==> src/rtl/spp_pkg.sv <==
// Shared types and constants of the spline path player.
`default_nettype none

package spp_pkg;

	localparam int unsigned COORD_W   = 32;
	localparam int unsigned NUM_COORD = 6;
	localparam int unsigned T_W       = 21;
	localparam int unsigned W_W       = 32;
	localparam int unsigned PROD_W    = 64;
	localparam int unsigned ACC_W     = 66;
	localparam int unsigned STEP_W    = 17;

	localparam logic FUNC_LOAD = 1'b0;
	localparam logic FUNC_TICK = 1'b1;

	localparam logic [1:0] REG_ACTIVE_PATH   = 2'd0;
	localparam logic [1:0] REG_LENGTH_LEFT   = 2'd1;
	localparam logic [1:0] REG_LENGTH_CENTER = 2'd2;
	localparam logic [1:0] REG_LENGTH_RIGHT  = 2'd3;

	localparam logic [STEP_W-1:0] STEP_FULL = 17'h10000;

	localparam logic signed [T_W-1:0] T_MAX = 21'sh80000;
	localparam logic signed [T_W-1:0] T_MIN = -21'sh80000;

	localparam logic signed [ACC_W-1:0] ROUND_HALF = 66'sd32768;
	localparam logic signed [ACC_W-1:0] SAT_HI     = 66'sd2147483647;
	localparam logic signed [ACC_W-1:0] SAT_LO     = -66'sd2147483648;

	typedef logic signed [COORD_W-1:0] coord_t;
	typedef logic signed [W_W-1:0] weight_t;
	typedef weight_t [3:0] weight_vec_t;

	typedef struct packed {
		logic        func;
		logic [1:0]  key_path;
		logic [5:0]  key_slot;
		coord_t      key_x;
		coord_t      key_y;
		coord_t      key_z;
		coord_t      aim_x;
		coord_t      aim_y;
		coord_t      aim_z;
		logic [31:0] key_time;
		logic [31:0] time_delta;
	} in_item_t;

	typedef struct packed {
		logic       playing;
		logic [5:0] current_key;
		coord_t     pos_x;
		coord_t     pos_y;
		coord_t     pos_z;
		coord_t     look_x;
		coord_t     look_y;
		coord_t     look_z;
	} out_item_t;

	// Lane 0..2 are the position, lane 3..5 the look-at point.
	typedef struct packed {
		coord_t [NUM_COORD-1:0] coord;
		logic [31:0]            duration;
	} key_word_t;

endpackage

`default_nettype wire

==> src/rtl/spp_weight_gen.sv <==
// Catmull-Rom basis weights of a clamped signed Q5.16 parameter, step by step.
`default_nettype none

module spp_weight_gen (
	input  wire logic                           clk,
	input  wire logic                           arst_n,
	input  wire logic                           start,
	input  wire logic signed [spp_pkg::T_W-1:0] t,
	output logic                                done,
	output spp_pkg::weight_vec_t                w
);
	import spp_pkg::*;

	typedef enum logic [2:0] {W_IDLE, W_SQ, W_SPLIT, W_CUBE, W_SUM, W_RND} wstate_t;

	wstate_t                  state_q;
	logic                     done_q;
	logic signed [T_W-1:0]    t_q;
	logic [38:0]              t2_q;
	logic signed [40:0]       ph_q;
	logic signed [41:0]       pl_q;
	logic signed [63:0]       t3_q;
	logic signed [63:0]       w2_q [4];
	weight_vec_t              w_q;

	logic signed [2*T_W-1:0]  sq_c;
	logic signed [40:0]       ph_c;
	logic signed [41:0]       pl_c;
	logic signed [63:0]       t2e;
	logic signed [63:0]       te;
	logic signed [63:0]       t3x3;

	// The square is split so that the cube needs only narrow products.
	assign sq_c = t_q * t_q;
	assign ph_c = $signed({1'b0, t2_q[38:20]}) * t_q;
	assign pl_c = $signed({1'b0, t2_q[19:0]}) * t_q;
	assign t2e  = $signed(64'(t2_q));
	assign te   = 64'(t_q);
	assign t3x3 = t3_q + (t3_q <<< 1);

	always_ff @(posedge clk or negedge arst_n) begin
		if (!arst_n) begin
			state_q <= W_IDLE;
			done_q  <= 1'b0;
			t_q     <= '0;
			t2_q    <= '0;
			ph_q    <= '0;
			pl_q    <= '0;
			t3_q    <= '0;
			w_q     <= '0;
			for (int j = 0; j < 4; j++) begin
				w2_q[j] <= '0;
			end
		end else begin
			done_q <= 1'b0;
			case (state_q)
				W_IDLE: begin
					if (start) begin
						t_q     <= t;
						state_q <= W_SQ;
					end
				end
				W_SQ: begin
					t2_q    <= 39'(sq_c);
					state_q <= W_SPLIT;
				end
				W_SPLIT: begin
					ph_q    <= ph_c;
					pl_q    <= pl_c;
					state_q <= W_CUBE;
				end
				W_CUBE: begin
					t3_q    <= (64'(ph_q) <<< 20) + 64'(pl_q);
					state_q <= W_SUM;
				end
				W_SUM: begin
					// Twice each weight, with 48 fractional bits.
					w2_q[0] <= -t3_q + (t2e <<< 17) - (te <<< 32);
					w2_q[1] <= t3x3 - ((t2e <<< 16) + (t2e <<< 18))
						+ 64'sh2_0000_0000_0000;
					w2_q[2] <= -t3x3 + (t2e <<< 18) + (te <<< 32);
					w2_q[3] <= t3_q - (t2e <<< 16);
					state_q <= W_RND;
				end
				W_RND: begin
					for (int j = 0; j < 4; j++) begin
						w_q[j] <= W_W'((w2_q[j] + 64'sh1_0000_0000) >>> 33);
					end
					done_q  <= 1'b1;
					state_q <= W_IDLE;
				end
				default: begin
					state_q <= W_IDLE;
				end
			endcase
		end
	end

	assign done = done_q;
	assign w    = w_q;

endmodule

`default_nettype wire

==> config.mk <==
export PLATFORM = sky130hd
export DESIGN_NAME = spp_weight_gen
export DESIGN_NICKNAME = d
export VERILOG_FILES = /design/src/rtl/spp_pkg.sv /design/src/rtl/spp_weight_gen.sv
export SDC_FILE = /design/constraint.sdc
export NUM_CORES = 2
export LEC_CHECK = 0
export BUFFER_PORTS_ARGS = -buffer_cell sky130_fd_sc_hd__buf_2
export CAP_MARGIN = 10
export CORE_AREA = 2 2 424 426
export CTS_CLUSTER_DIAMETER = 40
export DETAILED_ROUTE_END_ITERATION = 12
export DIE_AREA = 0 0 426 428
export PLACE_DENSITY_LB_ADDON = 0.3
export SYNTH_ARGS = -nofsm -noshare
export SYNTH_HDL_FRONTEND = slang
export SYNTH_SLANG_ARGS = --single-unit
==> constraint.sdc <==
create_clock -name clk -period 9.35 [get_ports clk]
set_input_delay 0.935 -clock clk [delete_from_list [all_inputs] [get_ports clk]]
set_output_delay 0.935 -clock clk [all_outputs]
set_load 0.01 [all_outputs]
==> metrics <==
status finished, final reports clean; Residual DRC 0; CTS resizes 0; top cells by area, synth fa_1 30%, dfrtp_1 14%, ha_1 13%, inv_1 7.8%, nand2_1 5.9%; initial antenna violation count 6; initial detailed-routing violation count 4344; FF+latch count, synth 460; share of post-route cells with drive strength above 1 5.91%; Cell Area, Synth 79700 µm²; HP Class in2async; post-layout min period 8380 ps; Slew Limit Fails 0; Final Hold Vio Count 0; FP Rows 155; nets 11400; vias in the first global route 67100; Via-to-Cell Ratio 5.46; Final Cell Area 86700 µm²; die width 426 µm; Critical Path Fanout Max 30; Reg clk slew, reported paths 50 ps; most frequent cells in the layout 1653 x inv_1, 1243 x nand2_1, 1192 x fa_1, 852 x ha_1, 729 x nor2_1; grt total ovfl 0; Mapped Cells 9303; Crit. End Element flip-flop; Non-Filler Instances 11800; Critical Path Max Stage Delay 580 ps; Critical Path Source Type flip-flop; Critical Path AT 9040 ps; register area share after synthesis 14.4%; H-tree depth 3; top_reg_cell synth dfrtp_1; WL final 243000 µm; Final TNS setup 0 ps; async set-reset flop share out of synthesis 100%; Routed WL per cell 20.6 µm; Critical Path Slowest Stage Cell o21ai_0; worst-skew pair later-pin latency 740 ps; Initial Util 44.9%; area share of the largest cell type after synthesis 29.9%; largest net degree at the start of global routing 229; vias post-DR 64300; Post-synth EDFFs 0; Setup CP Type reg2reg; Die Y 428 µm; Placed Area 83300 µm²; Max Cap Viol 0; Max Clock Freq 119 MHz; Final setup viols 0; remaining antenna violation count 0; hold_buf cts 0; fin crit share 89.7%; clk_skew 63.0 ps; IO buf count 152; Max Root-Sink Buffers 3; Required @ worst endpoint 10010 ps; Unique masters post-synth 89; Placed Cells 11600; number of antenna diodes 0; filler instances 17000; GRT Util Overall 27.0%; Total Die Area 182000 µm²; CTS tree yes; commonest non-fill, non-tap cell in the layout inv_1; DP HPWL 196000 µm; Core ar. 178000 µm²; delay-heaviest family, CP adder cells; Post CTS Setup Buffer Count 0; Buf/Inv on CP 8; total CTS buffers 95; clk sink count 460; Mean Syn Cell Area 8.57 µm²; unrepaired setup endpoints after global routing no; gpl congestion 0.959; most used cell, CP fa_1; Slew headroom 21.2%; Yosys warning total 0; synthesis-to-finish area growth 8.75%; TritonRoute pass-1 iters 6; global-route wire length before repair 382000 µm; Slew @ Worst Pin 1170 ps; CTS Root Cell clkbuf_16; multi-input logic area 60600 µm²; io pins 153; area leader, netlist fa_1; FF+latch area 11500 µm²
-- routing by layer --
| metal | track usage, % | part of all wire, % |
|---|---|---|
| met5 | 0 | 0.019 |
| met2 | 42.8 | 45 |
| met3 | 5.14 | 7.6 |
| met4 | 12.1 | 5.2 |
| met1 | 35.8 | 42 |
-- sequential cells by signal, indices dropped and copies added (netlist names) --
name,count
t2_q,38
pl_q,42
t3_q,62
w2_q,128
state_q,3
done,1
t_q,21
ph_q,41
w,124
-- synth_stat cells, types with 130 or more instances --
cell type and instances:
nor2_1 729, o21ai_0 563, xor2_1 238, a21o_1 312, fa_1 1192, nand2_1 1245
a21oi_1 405, xnor2_1 267, nand3_1 130, inv_1 1656, dfrtp_1 460, ha_1 852
clkbuf_1 335
-- logic make-up after synthesis --
group	count (synthesis)	synth area share (%)
mux	37	0.513
simple gates	2513	13.4
fa+ha+maj	2044	43.3
xor+xnor	505	5.55
buf+inv	2051	9.68
flops	460	14.4
other cells	2	0.00942
compound gates	1691	13.2
-- per-stage QoR --
step	hold slack [ps]	utilization (%)	worst slack [ps]
2_1_floorplan	442	-	1340
3_3_place_gp	457	46.9	1030
3_5_place_dp	465	46.9	1070
4_1_cts	161	48.8	1100
5_1_grt	186	48.8	438
6_report	174	48.8	966
-- cell type report --
cell class	count	area share [%]
inverters	1678	7.26
clock buffers	111	2.93
clock inverters	66	1.04
flip-flops and latches	460	13.3
well taps	2355	3.40
multi-input cells	6801	69.8
repair buffers	299	2.24
-- path summary, 6_finish.rpt --
path | depth (start not counted) | start | slack (ps) | endpoint
min | 1 | arst_n | 170 | w[34]
min reg2reg | 2 | w[40] | 470 | w[40]
max | 28 | t_q[5] | 970 | ph_q[37]
min in group clk | 2 | w[40] | 470 | w[40]
max in group asynchronous | 3 | arst_n | 7150 | w2_q[241]
max reg2reg | 28 | t_q[5] | 970 | ph_q[37]
Power is left out: the tool's default activity adds up to more than one toggle a clock period on the data nets, which glitch-free logic cannot reach.
