**config.mk**
```make
export PLATFORM = sky130hd
export DESIGN_NAME = spp_step_div
export DESIGN_NICKNAME = d
export VERILOG_FILES = /design/src/rtl/spp_pkg.sv /design/src/rtl/spp_step_div.sv
export SDC_FILE = /design/constraint.sdc
export NUM_CORES = 1
export LEC_CHECK = 0
export BUFFER_PORTS_ARGS = -buffer_cell sky130_fd_sc_hd__buf_2
export CORE_ASPECT_RATIO = 1.5
export CORE_MARGIN = 2
export CORE_UTILIZATION = 60
export CTS_CLUSTER_SIZE = 8
export DETAILED_ROUTE_END_ITERATION = 8
export PLACE_DENSITY_LB_ADDON = 0.08
export SLEW_MARGIN = 20
export SYNTH_ARGS = -nofsm -noshare
export SYNTH_HDL_FRONTEND = slang
export SYNTH_SLANG_ARGS = --single-unit
```
**constraint.sdc**
```tcl
create_clock -name clk -period 7 [get_ports clk]
set_input_delay 1.05 -clock clk [delete_from_list [all_inputs] [get_ports clk]]
set_output_delay 1.05 -clock clk [all_outputs]
set_load 0.02 [all_outputs]
```
**src/rtl/spp_pkg.sv**
```systemverilog
// Shared types and constants of the spline path player.
`default_nettype none

package spp_pkg;

	localparam int unsigned COORD_W   = 32;
	localparam int unsigned NUM_COORD = 6;
	localparam int unsigned T_W       = 21;
	localparam int unsigned W_W       = 32;
	localparam int unsigned PROD_W    = 64;
	localparam int unsigned ACC_W     = 66;
	localparam int unsigned STEP_W    = 17;

	localparam logic FUNC_LOAD = 1'b0;
	localparam logic FUNC_TICK = 1'b1;

	localparam logic [1:0] REG_ACTIVE_PATH   = 2'd0;
	localparam logic [1:0] REG_LENGTH_LEFT   = 2'd1;
	localparam logic [1:0] REG_LENGTH_CENTER = 2'd2;
	localparam logic [1:0] REG_LENGTH_RIGHT  = 2'd3;

	localparam logic [STEP_W-1:0] STEP_FULL = 17'h10000;

	localparam logic signed [T_W-1:0] T_MAX = 21'sh80000;
	localparam logic signed [T_W-1:0] T_MIN = -21'sh80000;

	localparam logic signed [ACC_W-1:0] ROUND_HALF = 66'sd32768;
	localparam logic signed [ACC_W-1:0] SAT_HI     = 66'sd2147483647;
	localparam logic signed [ACC_W-1:0] SAT_LO     = -66'sd2147483648;

	typedef logic signed [COORD_W-1:0] coord_t;
	typedef logic signed [W_W-1:0] weight_t;
	typedef weight_t [3:0] weight_vec_t;

	typedef struct packed {
		logic        func;
		logic [1:0]  key_path;
		logic [5:0]  key_slot;
		coord_t      key_x;
		coord_t      key_y;
		coord_t      key_z;
		coord_t      aim_x;
		coord_t      aim_y;
		coord_t      aim_z;
		logic [31:0] key_time;
		logic [31:0] time_delta;
	} in_item_t;

	typedef struct packed {
		logic       playing;
		logic [5:0] current_key;
		coord_t     pos_x;
		coord_t     pos_y;
		coord_t     pos_z;
		coord_t     look_x;
		coord_t     look_y;
		coord_t     look_z;
	} out_item_t;

	// Lane 0..2 are the position, lane 3..5 the look-at point.
	typedef struct packed {
		coord_t [NUM_COORD-1:0] coord;
		logic [31:0]            duration;
	} key_word_t;

endpackage

`default_nettype wire

```
**src/rtl/spp_step_div.sv**
```systemverilog
// Radix-2 restoring divider giving the capped progress step.
`default_nettype none

module spp_step_div (
	input  wire logic                        clk,
	input  wire logic                        arst_n,
	input  wire logic                        start,
	input  wire logic [31:0]                 dividend,
	input  wire logic [31:0]                 divisor,
	output logic                             done,
	output logic [spp_pkg::STEP_W-1:0]       quotient
);
	import spp_pkg::*;

	logic        busy_q;
	logic        sat_q;
	logic        done_q;
	logic [4:0]  cnt_q;
	logic [31:0] rem_q;
	logic [31:0] dvs_q;
	logic [15:0] quo_q;
	logic [32:0] shifted;
	logic        fits;

	assign shifted = {rem_q, 1'b0};
	assign fits    = shifted >= {1'b0, dvs_q};

	always_ff @(posedge clk or negedge arst_n) begin
		if (!arst_n) begin
			busy_q <= 1'b0;
			sat_q  <= 1'b0;
			done_q <= 1'b0;
			cnt_q  <= '0;
			rem_q  <= '0;
			dvs_q  <= '0;
			quo_q  <= '0;
		end else begin
			done_q <= 1'b0;
			if (start) begin
				dvs_q <= divisor;
				quo_q <= '0;
				rem_q <= dividend;
				// A delta of at least one duration saturates the step at one key.
				if (dividend >= divisor) begin
					sat_q  <= 1'b1;
					done_q <= 1'b1;
				end else begin
					sat_q  <= 1'b0;
					busy_q <= 1'b1;
					cnt_q  <= 5'd16;
				end
			end else if (busy_q) begin
				if (fits) begin
					rem_q <= 32'(shifted - {1'b0, dvs_q});
					quo_q <= {quo_q[14:0], 1'b1};
				end else begin
					rem_q <= shifted[31:0];
					quo_q <= {quo_q[14:0], 1'b0};
				end
				cnt_q <= cnt_q - 5'd1;
				if (cnt_q == 5'd1) begin
					busy_q <= 1'b0;
					done_q <= 1'b1;
				end
			end
		end
	end

	assign done     = done_q;
	assign quotient = sat_q ? STEP_FULL : {1'b0, quo_q};

endmodule

`default_nettype wire

```
==> results.json, run 1 <==
{
  "ys.flop_type": "dfrtp_1",
  "fp.dieH_um": 131.8,
  "cts_buffer_depth": 2,
  "required_ps": 7200,
  "synth_fp_nets": 895,
  "clkTransAtPathRegs_ps": 60,
  "ant_nets": 0,
  "viasPerCell": 5.847,
  "post-synth-top-area-cell": "dfrtp_1",
  "fin_area_um2": 7288,
  "ctsHoldBuffers": 0,
  "drt-initial-drc-count": 225,
  "regArea_um2": 2202,
  "yosysTopAreaCellShare": 0.3370,
  "finalHoldViolCount": 0,
  "regToRegStartpoint": "rem_q[3]",
  "final_common_cell": "dfrtp_1",
  "port_buffers": 84,
  "syn_area_per_cell_um2": 8.587,
  "synth_area_leaders": "dfrtp_1, ha_1, mux2i_1, o21ai_0, a21oi_1",
  "drc": 0,
  "synthAdderAreaFrac": 0.1294,
  "grt_setup_unrepaired": "false",
  "fillers": 926,
  "power.static_leakage_uw": 0.003676,
  "final.setup.tns_ps": 0,
  "yosys.area_share.simple": 0.1560,
  "initial_utilization": 0.6171,
  "crit_arrival_ps": 3660,
  "min_from": "quo_q[15]",
  "nNetsFinal": 959,
  "wl_per_cell_um": 16.17,
  "drv_slew": 0,
  "grt-ovfl-total": 0,
  "synth_xor_area_frac": 0.04423,
  "grt_use_total": 0.2813,
  "clk_latency_ps": 350,
  "period_share": 0.4937,
  "die_area_um2": 11760,
  "post_cts_resized": 0,
  "worstMarginPinSlew_ps": 1155,
  "drive_gt1_frac": 0.1377,
  "core_area_um2": 10590,
  "path_delay_family": "compound AO/OA/AOI/OAI gates",
  "power.density_nw_per_um2": 373.0,
  "synth_compound_area_frac": 0.1962,
  "relSlewSlack": 0.2290,
  "post_synth_num_cell_types": 54,
  "min_path_type": "flip-flop to flip-flop",
  "final.setup_skew_ps": 5.125,
  "setup_viol": 0,
  "cts_tree": "done",
  "synth_top_family_by_area": "compound AO/OA/AOI/OAI gates",
  "grt_pass1_vias": 5801,
  "most-common-layout-cells": "dfrtp_1, buf_2, inv_1, o21ai_0, nand2_1",
  "ys_ff_latch": 88,
  "area_delta_synth_final_pct": 11.53,
  "syn_inst": 761,
  "drtPass1Iterations": 5,
  "fin_crit_ps": 3456,
  "cts_made_buffers": 9,
  "cp_common_cell": "a21o_1",
  "crit_buf_inv": 1,
  "multi_input_area_um2": 3887,
  "cts_setup_buffers": 0,
  "hold_ws_ps": 531.1,
  "row_count": 46,
  "run_status": "finished clean",
  "cap_violations": 0,
  "endpoint_kind": "flip-flop",
  "synth_area_um2": 6535,
  "synth_edf_count": 0,
  "path_class": "primary input to flip-flop",
  "crit_path_start": "dividend[17]",
  "fmax_mhz": 289.4,
  "die_w_um": 89.21,
  "antenna_found_initial": 0,
  "grt_max_degree": 117,
  "cp_max_fo": 7,
  "n_antenna_cell": 0,
  "htree_num_levels": 3,
  "synth_seq_area_share": 0.3370,
  "place_ws_ps": 2905,
  "dpl_cell_area_um2": 7003,
  "vias": 5683,
  "cts-root-buf": "clkbuf_16",
  "cp_slowest_stage_delay_ps": 600,
  "grt_pass1_wl_um": 26470,
  "wirelength_um": 15720,
  "clock-sinks": 88,
  "place_congestion": 0.9378,
  "pin_count": 85,
  "worst_slack_ps": 3544,
  "cp_cell_sequence": "buf_2 > ha_1 > a21o_1 > a21o_1 > a21o_1 > a21o_1 > a21oi_1 > o21ai_0 > a221oi_1 > nor4b_2 > nor2_1",
  "dp_hpwl_um": 11610,
  "cp-start-kind": "primary input",
  "ir_drop_v": 0.0002373,
  "slowest_stage": "nor4b_2",
  "synthArstFlopShare": 1.000,
  "yosys-mux-area-fraction": 0.06759,
  "yosysWarnings": 0
}
==> where the power goes <==
group | internal, uW | switching (uW) | total [uW]
clock network | 271 | 194 | 466
registers | 639 | 105 | 744
logic | 652 | 857 | 1510
total | 1560 | 1160 | 2720
==> per-layer routing <==
metal / share of wire / up-vias / GRT usage
li1: - / 2787 / -
met5: 0 / - / 0
met2: 0.53 / 131 / 0.5045
met3: 0.029 / 34 / 0.03131
met1: 0.40 / 2731 / 0.3225
met4: 0.034 / 0 / 0.1294
==> cell families after synthesis <==
| family | after synthesis |
|---|---|
| flops | 88 |
| compound gates | 210 |
| simple gates | 209 |
| xor+xnor | 33 |
| fa+ha+maj | 67 |
| buf+inv | 110 |
| mux | 44 |
==> worst paths after layout <==
check,endpoint,slack [ps],depth (start not counted)
worst max-delay path,cnt_q[0],3540,11
worst min-delay path,quo_q[15],530,2
worst max register to register,rem_q[29],3670,11
worst min register to register,quo_q[15],530,2
max in group asynchronous,dvs_q[24],5300,2
min in group asynchronous,dvs_q[3],640,1
==> sequential cells by signal, summed over array words and instances, names as in the netlist <==
name,flops
sat_q,1
dvs_q,32
rem_q,32
done,1
cnt_q,5
quo_q,16
busy_q,1
==> worst reg2reg max path, delay by kind of cell, from the launching register on <==
kind	cells	cell delay, ps
mux	1	290
buf+inv	1	380
flops	1	400
compound gates	8	1720
fa+ha+maj	1	370
==> stage by stage <==
step | utilization | instances | total power [uW]
finish | 0.6882 | 972 | 2719
floorplan | - | 761 | 1935
detailed placement | 0.6613 | 958 | 2231
global placement | 0.6613 | 958 | 2190
CTS | 0.6874 | 972 | 2717
global route | 0.6882 | 972 | 2926
==> area by class of cell <==
class,instances,share of cell area
Clock buffer,10,0.03142
Inverter,73,0.03760
Tap cell,144,0.02472
Timing Repair Buffer,90,0.06421
Sequential cell,88,0.3021
Clock inverter,4,0.006524
Multi-Input combinational cell,563,0.5334
==> cell usage after synthesis (2+ instances only) <==
cell type / instances
nor2b_1: 21
nand2_1: 70
a21oi_1: 63
and2_1: 2
nor2_1: 40
o31ai_1: 3
buf_6: 5
buf_1: 2
a211oi_1: 5
nand3_1: 9
o211ai_1: 7
mux2i_1: 43
o21ai_1: 7
nand4_1: 14
xor2_1: 16
o21bai_1: 3
o21a_1: 5
a21boi_0: 2
nand2b_1: 5
a31oi_1: 5
and3_1: 10
clkbuf_1: 29
xnor2_1: 17
or3_1: 23
ha_1: 66
o221a_1: 2
o21ai_0: 71
inv_1: 73
nor4_1: 5
nor3_1: 6
a21o_1: 21
a2bb2oi_1: 2
dfrtp_1: 88
(Power assumes the default switching activity.)
==> run 2, diff against run 1 <==
- ABC_AREA: default -> 1
- CORE_UTILIZATION: 60 -> 54
- clock period: 7 -> 2.9 ns (I/O delays scaled with it)
==> run 2 against run 1 <==
Compared with the run above:
- final cell count grew 40%
- largest cell class unchanged
- count of clock-buffer cells in the layout is the same
- critical path type is now flip-flop to flip-flop
- flip-flop and latch count is the same
- register-to-register slack lost 3300 ps
- largest power group unchanged
==> results.json, run 2 <==
{
  "cts-root-buf": "clkbuf_16",
  "comb_power_share": 0.608,
  "reg.largest.list": "dvs_q (32), rem_q (32), quo_q (16)",
  "most-common-layout-cells": "nand2_1, inv_1, dfrtp_1, nor2_1, buf_2",
  "core_area_um2": 13400,
  "synth_area_um2": 7331,
  "clkTransAtPathRegs_ps": 70,
  "fillers": 1384,
  "synthArstFlopShare": 1.000,
  "cp-start-kind": "flip-flop",
  "fp.dieH_um": 146.7,
  "dp_hpwl_um": 16220,
  "drive_gt1_frac": 0.1126,
  "port_buffers": 84,
  "grt_setup_unrepaired": "false",
  "cts_tree": "done",
  "ys.flop_type": "dfrtp_1",
  "period_share": 0.8715,
  "post_cts_resized": 0,
  "p_sw_uw": 3767,
  "synth_fp_nets": 1255,
  "finalHoldViolCount": 0,
  "cp_max_fo": 37,
  "drt-initial-drc-count": 285,
  "grt_pass1_wl_um": 33980,
  "pwr-share-seq": 0.241,
  "n_antenna_cell": 0,
  "setup_viol": 0,
  "wirelength_um": 20420,
  "post-synth-top-area-cell": "dfrtp_1",
  "grt_pass1_vias": 7054,
  "ant_nets": 0,
  "viasPerCell": 5.212,
  "clkPwrFrac": 0.151,
  "clock-sinks": 88,
  "cts_buffer_depth": 2,
  "grt_max_degree": 67,
  "ctsHoldBuffers": 0,
  "final.setup.tns_ps": 0,
  "drv_slew": 0,
  "run_status": "finished clean",
  "yosysMostFrequentCell": "nand2_1",
  "yosysWarnings": 0,
  "row_count": 52,
  "synth_edf_count": 0,
  "grt-ovfl-total": 0,
  "nNetsFinal": 1329,
  "die_w_um": 99.14,
  "yosysTopAreaCellShare": 0.3004,
  "cts_made_buffers": 9,
  "cts_setup_buffers": 0,
  "ys_ff_latch": 88,
  "syn_inst": 1121,
  "ir_drop_v": 0.0003873,
  "htree_num_levels": 3,
  "grt_use_total": 0.2927,
  "synth_area_leaders": "dfrtp_1, nand2_1, ha_1, inv_1, nor2_1",
  "syn_area_per_cell_um2": 6.540,
  "final.setup_skew_ps": 9.867,
  "power.total_uw": 7484,
  "place_congestion": 0.9636,
  "path_class": "flip-flop to flip-flop",
  "antenna_found_initial": 0,
  "drtPass1Iterations": 5,
  "p_sw_frac": 0.5033,
  "wl_per_cell_um": 15.00,
  "cap_violations": 0,
  "pin_count": 85,
  "post_synth_num_cell_types": 41,
  "power.static_leakage_uw": 0.004745,
  "clk_latency_ps": 350,
  "min_path_type": "primary input to async pin",
  "final_common_cell": "nand2_1",
  "area_delta_synth_final_pct": 11.52,
  "synth_common_cells": "nand2_1, inv_1, dfrtp_1, nor2_1, ha_1",
  "vias": 7093,
  "relSlewSlack": 0.5193,
  "die_area_um2": 14540,
  "required_ps": 3140,
  "endpoint_kind": "flip-flop",
  "fmax_mhz": 395.7,
  "crit_arrival_ps": 2760,
  "drc": 0,
  "fin_crit_ps": 2527,
  "synth_seq_area_share": 0.3004,
  "p_int_uw": 3717,
  "initial_utilization": 0.5470,
  "power.density_nw_per_um2": 915.4,
  "worstMarginPinSlew_ps": 720.2
}
[run 2: cell count changes after synthesis, sizes merged, moves of 26 or more]
| cell | previous run | this run |
|---|---|---|
| o21ai | 78 | 51 |
| a22oi | 0 | 26 |
| mux2i | 43 | 0 |
| nand3 | 9 | 66 |
| nand2 | 70 | 384 |
| nor2 | 40 | 95 |
| a21oi | 64 | 37 |
| inv | 73 | 208 |
[run 2: kinds of logic after synthesis]
kind of cell | synth area share
AOI/OAI and AO/OA | 0.1142
xor gates and xnor gates | 0.01673
adders and majority gates | 0.1154
buffers and inverters | 0.1258
DFF | 0.3004
and+or+nand+nor | 0.3275
[run 2: layer usage]
layer  up-vias  global-route usage  routed length [um]
li1       3672                   -                   -
met1      3242              0.3463                8345
met2       138              0.5365               10660
met3        41             0.02854                 659
met4         0              0.1158                 749
met5         -                   0                   0
[run 2: power by group through the flow]
stage	logic [uW]	registers, uW	clock network (uW)
final	4550	1800	1130
after global routing	5200	1840	1200
after CTS	4560	1800	1160
after detailed placement	4530	1820	0
after global placement	4510	1810	0
after floorplan	3490	1740	0
[run 2: path summary, 6_finish.rpt]
check                      depth (start not counted)  slack (ps)   startpoint   endpoint
setup / recovery                                  13         370    rem_q[11]  rem_q[21]
hold / removal                                     1          50       arst_n  quo_q[11]
setup reg to reg                                  13         370    rem_q[11]  rem_q[21]
hold reg to reg                                    2         510     cnt_q[0]   cnt_q[0]
max in group asynchronous                          2        2180       arst_n   quo_q[2]
min in group clk                                   3         300  divisor[30]  dvs_q[30]
[run 2: worst max-delay path, cell delays in order (launching register included)]
cell     delay (ps)
dfrtp_1         410
ha_1            360
nand2_1         120
inv_1            60
a21oi_1         140
inv_1           110
a21oi_2         200
nand2_2         100
nand2_4         180
nand2_8         200
nand2_2         270
nand2_1          70
o21ai_1          90
nand2_1          60
[run 2: through the flow]
stage | worst slack, ps | area (um2) | cells | hold slack [ps] | util
2_1_floorplan | 914.7 | 7331 | 1121 | 139.4 | -
3_3_place_gp | 504.5 | 7896 | 1346 | 441.7 | 0.5892
3_5_place_dp | 454.3 | 7896 | 1346 | 442.7 | 0.5892
4_1_cts | 422.0 | 8175 | 1361 | 71.21 | 0.6100
5_1_grt | 156.7 | 8175 | 1361 | 93.73 | 0.6100
6_report | 372.6 | 8175 | 1361 | 54.22 | 0.6100
[run 2: final cells by class]
class / instances / area, um2 / area share
clock buffers: 10 / 239.0 / 0.02923
flip-flops and latches: 88 / 2202 / 0.2694
clock inverters: 5 / 40.04 / 0.004897
repair buffers: 90 / 493.0 / 0.06030
inverters: 209 / 787.0 / 0.09627
multi-input cells: 797 / 4212 / 0.5152
well taps: 162 / 202.7 / 0.02479
==> run 3, diff against run 2 <==
--- a/config.mk
+++ b/config.mk
@@ -11,4 +11,5 @@
 export CORE_MARGIN = 2
-export CORE_UTILIZATION = 54
-export CTS_CLUSTER_SIZE = 8
+export CORE_UTILIZATION = 56
+export CTS_BUF_LIST = sky130_fd_sc_hd__clkbuf_8
+export CTS_CLUSTER_SIZE = 12
 export DETAILED_ROUTE_END_ITERATION = 8
==> constraint.sdc (replaced) <==
create_clock -name clk -period 2.9 [get_ports clk]
set_input_delay 0.725 -clock clk [delete_from_list [all_inputs] [get_ports clk]]
set_output_delay 0.725 -clock clk [all_outputs]
set_load 0.02 [all_outputs]
==> run 3 against run 2 <==
Compared with the run above:
- wire length down 2.2%
- hold slack improved by 240 ps
- clock power shrank 11%
- sequential power hardly changed
- final cell count hardly changed
- global-route usage about the same
- clock skew up 6.0 ps
- critical path type unchanged
- highest routed layer unchanged
==> results.json, run 3 (synthesis results as in run 2) <==
{
  "worst_slack_ps": 379.6,
  "cts_made_buffers": 9,
  "final.setup.tns_ps": 0,
  "drc": 0,
  "place_ws_ps": 294.6,
  "die_area_um2": 14040,
  "grt_max_degree": 58,
  "power.density_nw_per_um2": 905.6,
  "grtUsageMet2": 0.5401,
  "fp.dieH_um": 144.1,
  "cts_tree": "done",
  "post_cts_resized": 0,
  "path_class": "flip-flop to flip-flop",
  "grt_pass1_wl_um": 32840,
  "ant_nets": 0,
  "setup_viol": 0,
  "vias": 7218,
  "drive_gt1_frac": 0.1147,
  "power.total_uw": 7366,
  "fmax_mhz": 396.8,
  "run_status": "finished clean",
  "most-common-layout-cells": "nand2_1, inv_1, dfrtp_1, nor2_1, buf_2",
  "die_w_um": 97.42,
  "dp_hpwl_um": 16070,
  "relSlewSlack": 0.5382,
  "ir_drop_v": 0.0004479,
  "grt_pass1_vias": 6948,
  "power.static_leakage_uw": 0.004745,
  "core_area_um2": 12890,
  "met1_usage": 0.3198,
  "endpoint_kind": "flip-flop",
  "viasPerCell": 5.300,
  "grt_use_total": 0.2928,
  "clock-sinks": 88,
  "final_common_cell": "nand2_1",
  "wl_per_cell_um": 14.66,
  "place_congestion": 1.000,
  "area_delta_synth_final_pct": 10.96,
  "nNetsFinal": 1332,
  "cp-start-kind": "flip-flop",
  "grt-busiest-layer": "met2",
  "min_path_type": "primary input to async pin",
  "use_met3": 0.03963,
  "initial_utilization": 0.5687,
  "cap_violations": 0,
  "drt-initial-drc-count": 286,
  "period_share": 0.8691,
  "antenna_found_initial": 0,
  "grt_setup_unrepaired": "false",
  "cts-root-buf": "clkbuf_8",
  "row_count": 51,
  "required_ps": 3180,
  "clkTransAtPathRegs_ps": 90,
  "port_buffers": 84,
  "n_antenna_cell": 0,
  "drtPass1Iterations": 5,
  "drv_slew": 0,
  "grt-ovfl-total": 0,
  "cts_setup_buffers": 0,
  "pin_count": 85,
  "cts_buffer_depth": 2,
  "clk_latency_ps": 390,
  "worstMarginPinSlew_ps": 691.9,
  "wirelength_um": 19960,
  "htree_num_levels": 3,
  "finalHoldViolCount": 0,
  "crit_arrival_ps": 2800,
  "cp_max_fo": 24,
  "ctsHoldBuffers": 0,
  "fin_crit_ps": 2520,
  "reg.largest.list": "dvs_q (32), rem_q (32), quo_q (16)",
  "final.setup_skew_ps": 15.91
}
## run 3: cell types whose count changed in the layout (fill, tap and decap cells not counted)
cell | before | now
clkinvlp_4 | 3 | 1
inv_6 | 2 | 0
buf_12 | 2 | 1
clkbuf_8 | 1 | 11
inv_1 | 204 | 205
bufinv_16 | 0 | 2
buf_4 | 5 | 9
clkinv_4 | 0 | 1
clkbuf_16 | 9 | 0
## run 3: final cells by class
cell class                      count  area, um2
Clock buffer                       11      151.4
Clock inverter                      5      80.08
Fill cell                        1331       4756
Inverter                          209      787.0
Multi-Input combinational cell    797       4212
Sequential cell                    88       2202
Tap cell                          159      198.9
Timing Repair Buffer               93      503.0
## run 3: per-stage QoR
step,utilization,hold slack (ps),std cells,area (um2)
2_1_floorplan,-,429.4,1121,7331
3_3_place_gp,0.6131,492.6,1346,7903
3_5_place_dp,0.6131,502.5,1346,7903
4_1_cts,0.6310,306.1,1362,8134
5_1_grt,0.6310,324.9,1362,8134
6_report,0.6310,291.0,1362,8134
## run 3: worst paths after layout
check                           from         to  slack [ps]  cells after the start
max                        rem_q[23]  rem_q[21]         380                     11
min                           arst_n  quo_q[11]         290                      1
max reg2reg                rem_q[23]  rem_q[21]         380                     11
min reg2reg                 cnt_q[0]   cnt_q[0]         520                      2
max in group asynchronous     arst_n   quo_q[0]        1940                      2
min in group clk            cnt_q[0]   cnt_q[0]         520                      2
## run 3: power by group
| group | internal [uW] | switching (uW) |
|---|---|---|
| registers | 1540 | 257 |
| logic | 1580 | 2980 |
| clock network | 531 | 478 |
## run 3: metal layers
layer | vias up | share of wire
met5 | - | 0
met4 | 0 | 0.054
met3 | 65 | 0.037
met2 | 178 | 0.51
met1 | 3313 | 0.40
li1 | 3662 | -
## run 3: worst max-delay path, stage by stage, from the launching register on
cell and delay, ps:
dfrtp_1 420, ha_1 370, nand2_1 130, nor2_1 350, nand4_1 240, nor2_4 150, nor2_4 70, nand2_8 160
buf_4 250, nand2_1 80, o21ai_1 120, nand2_1 60
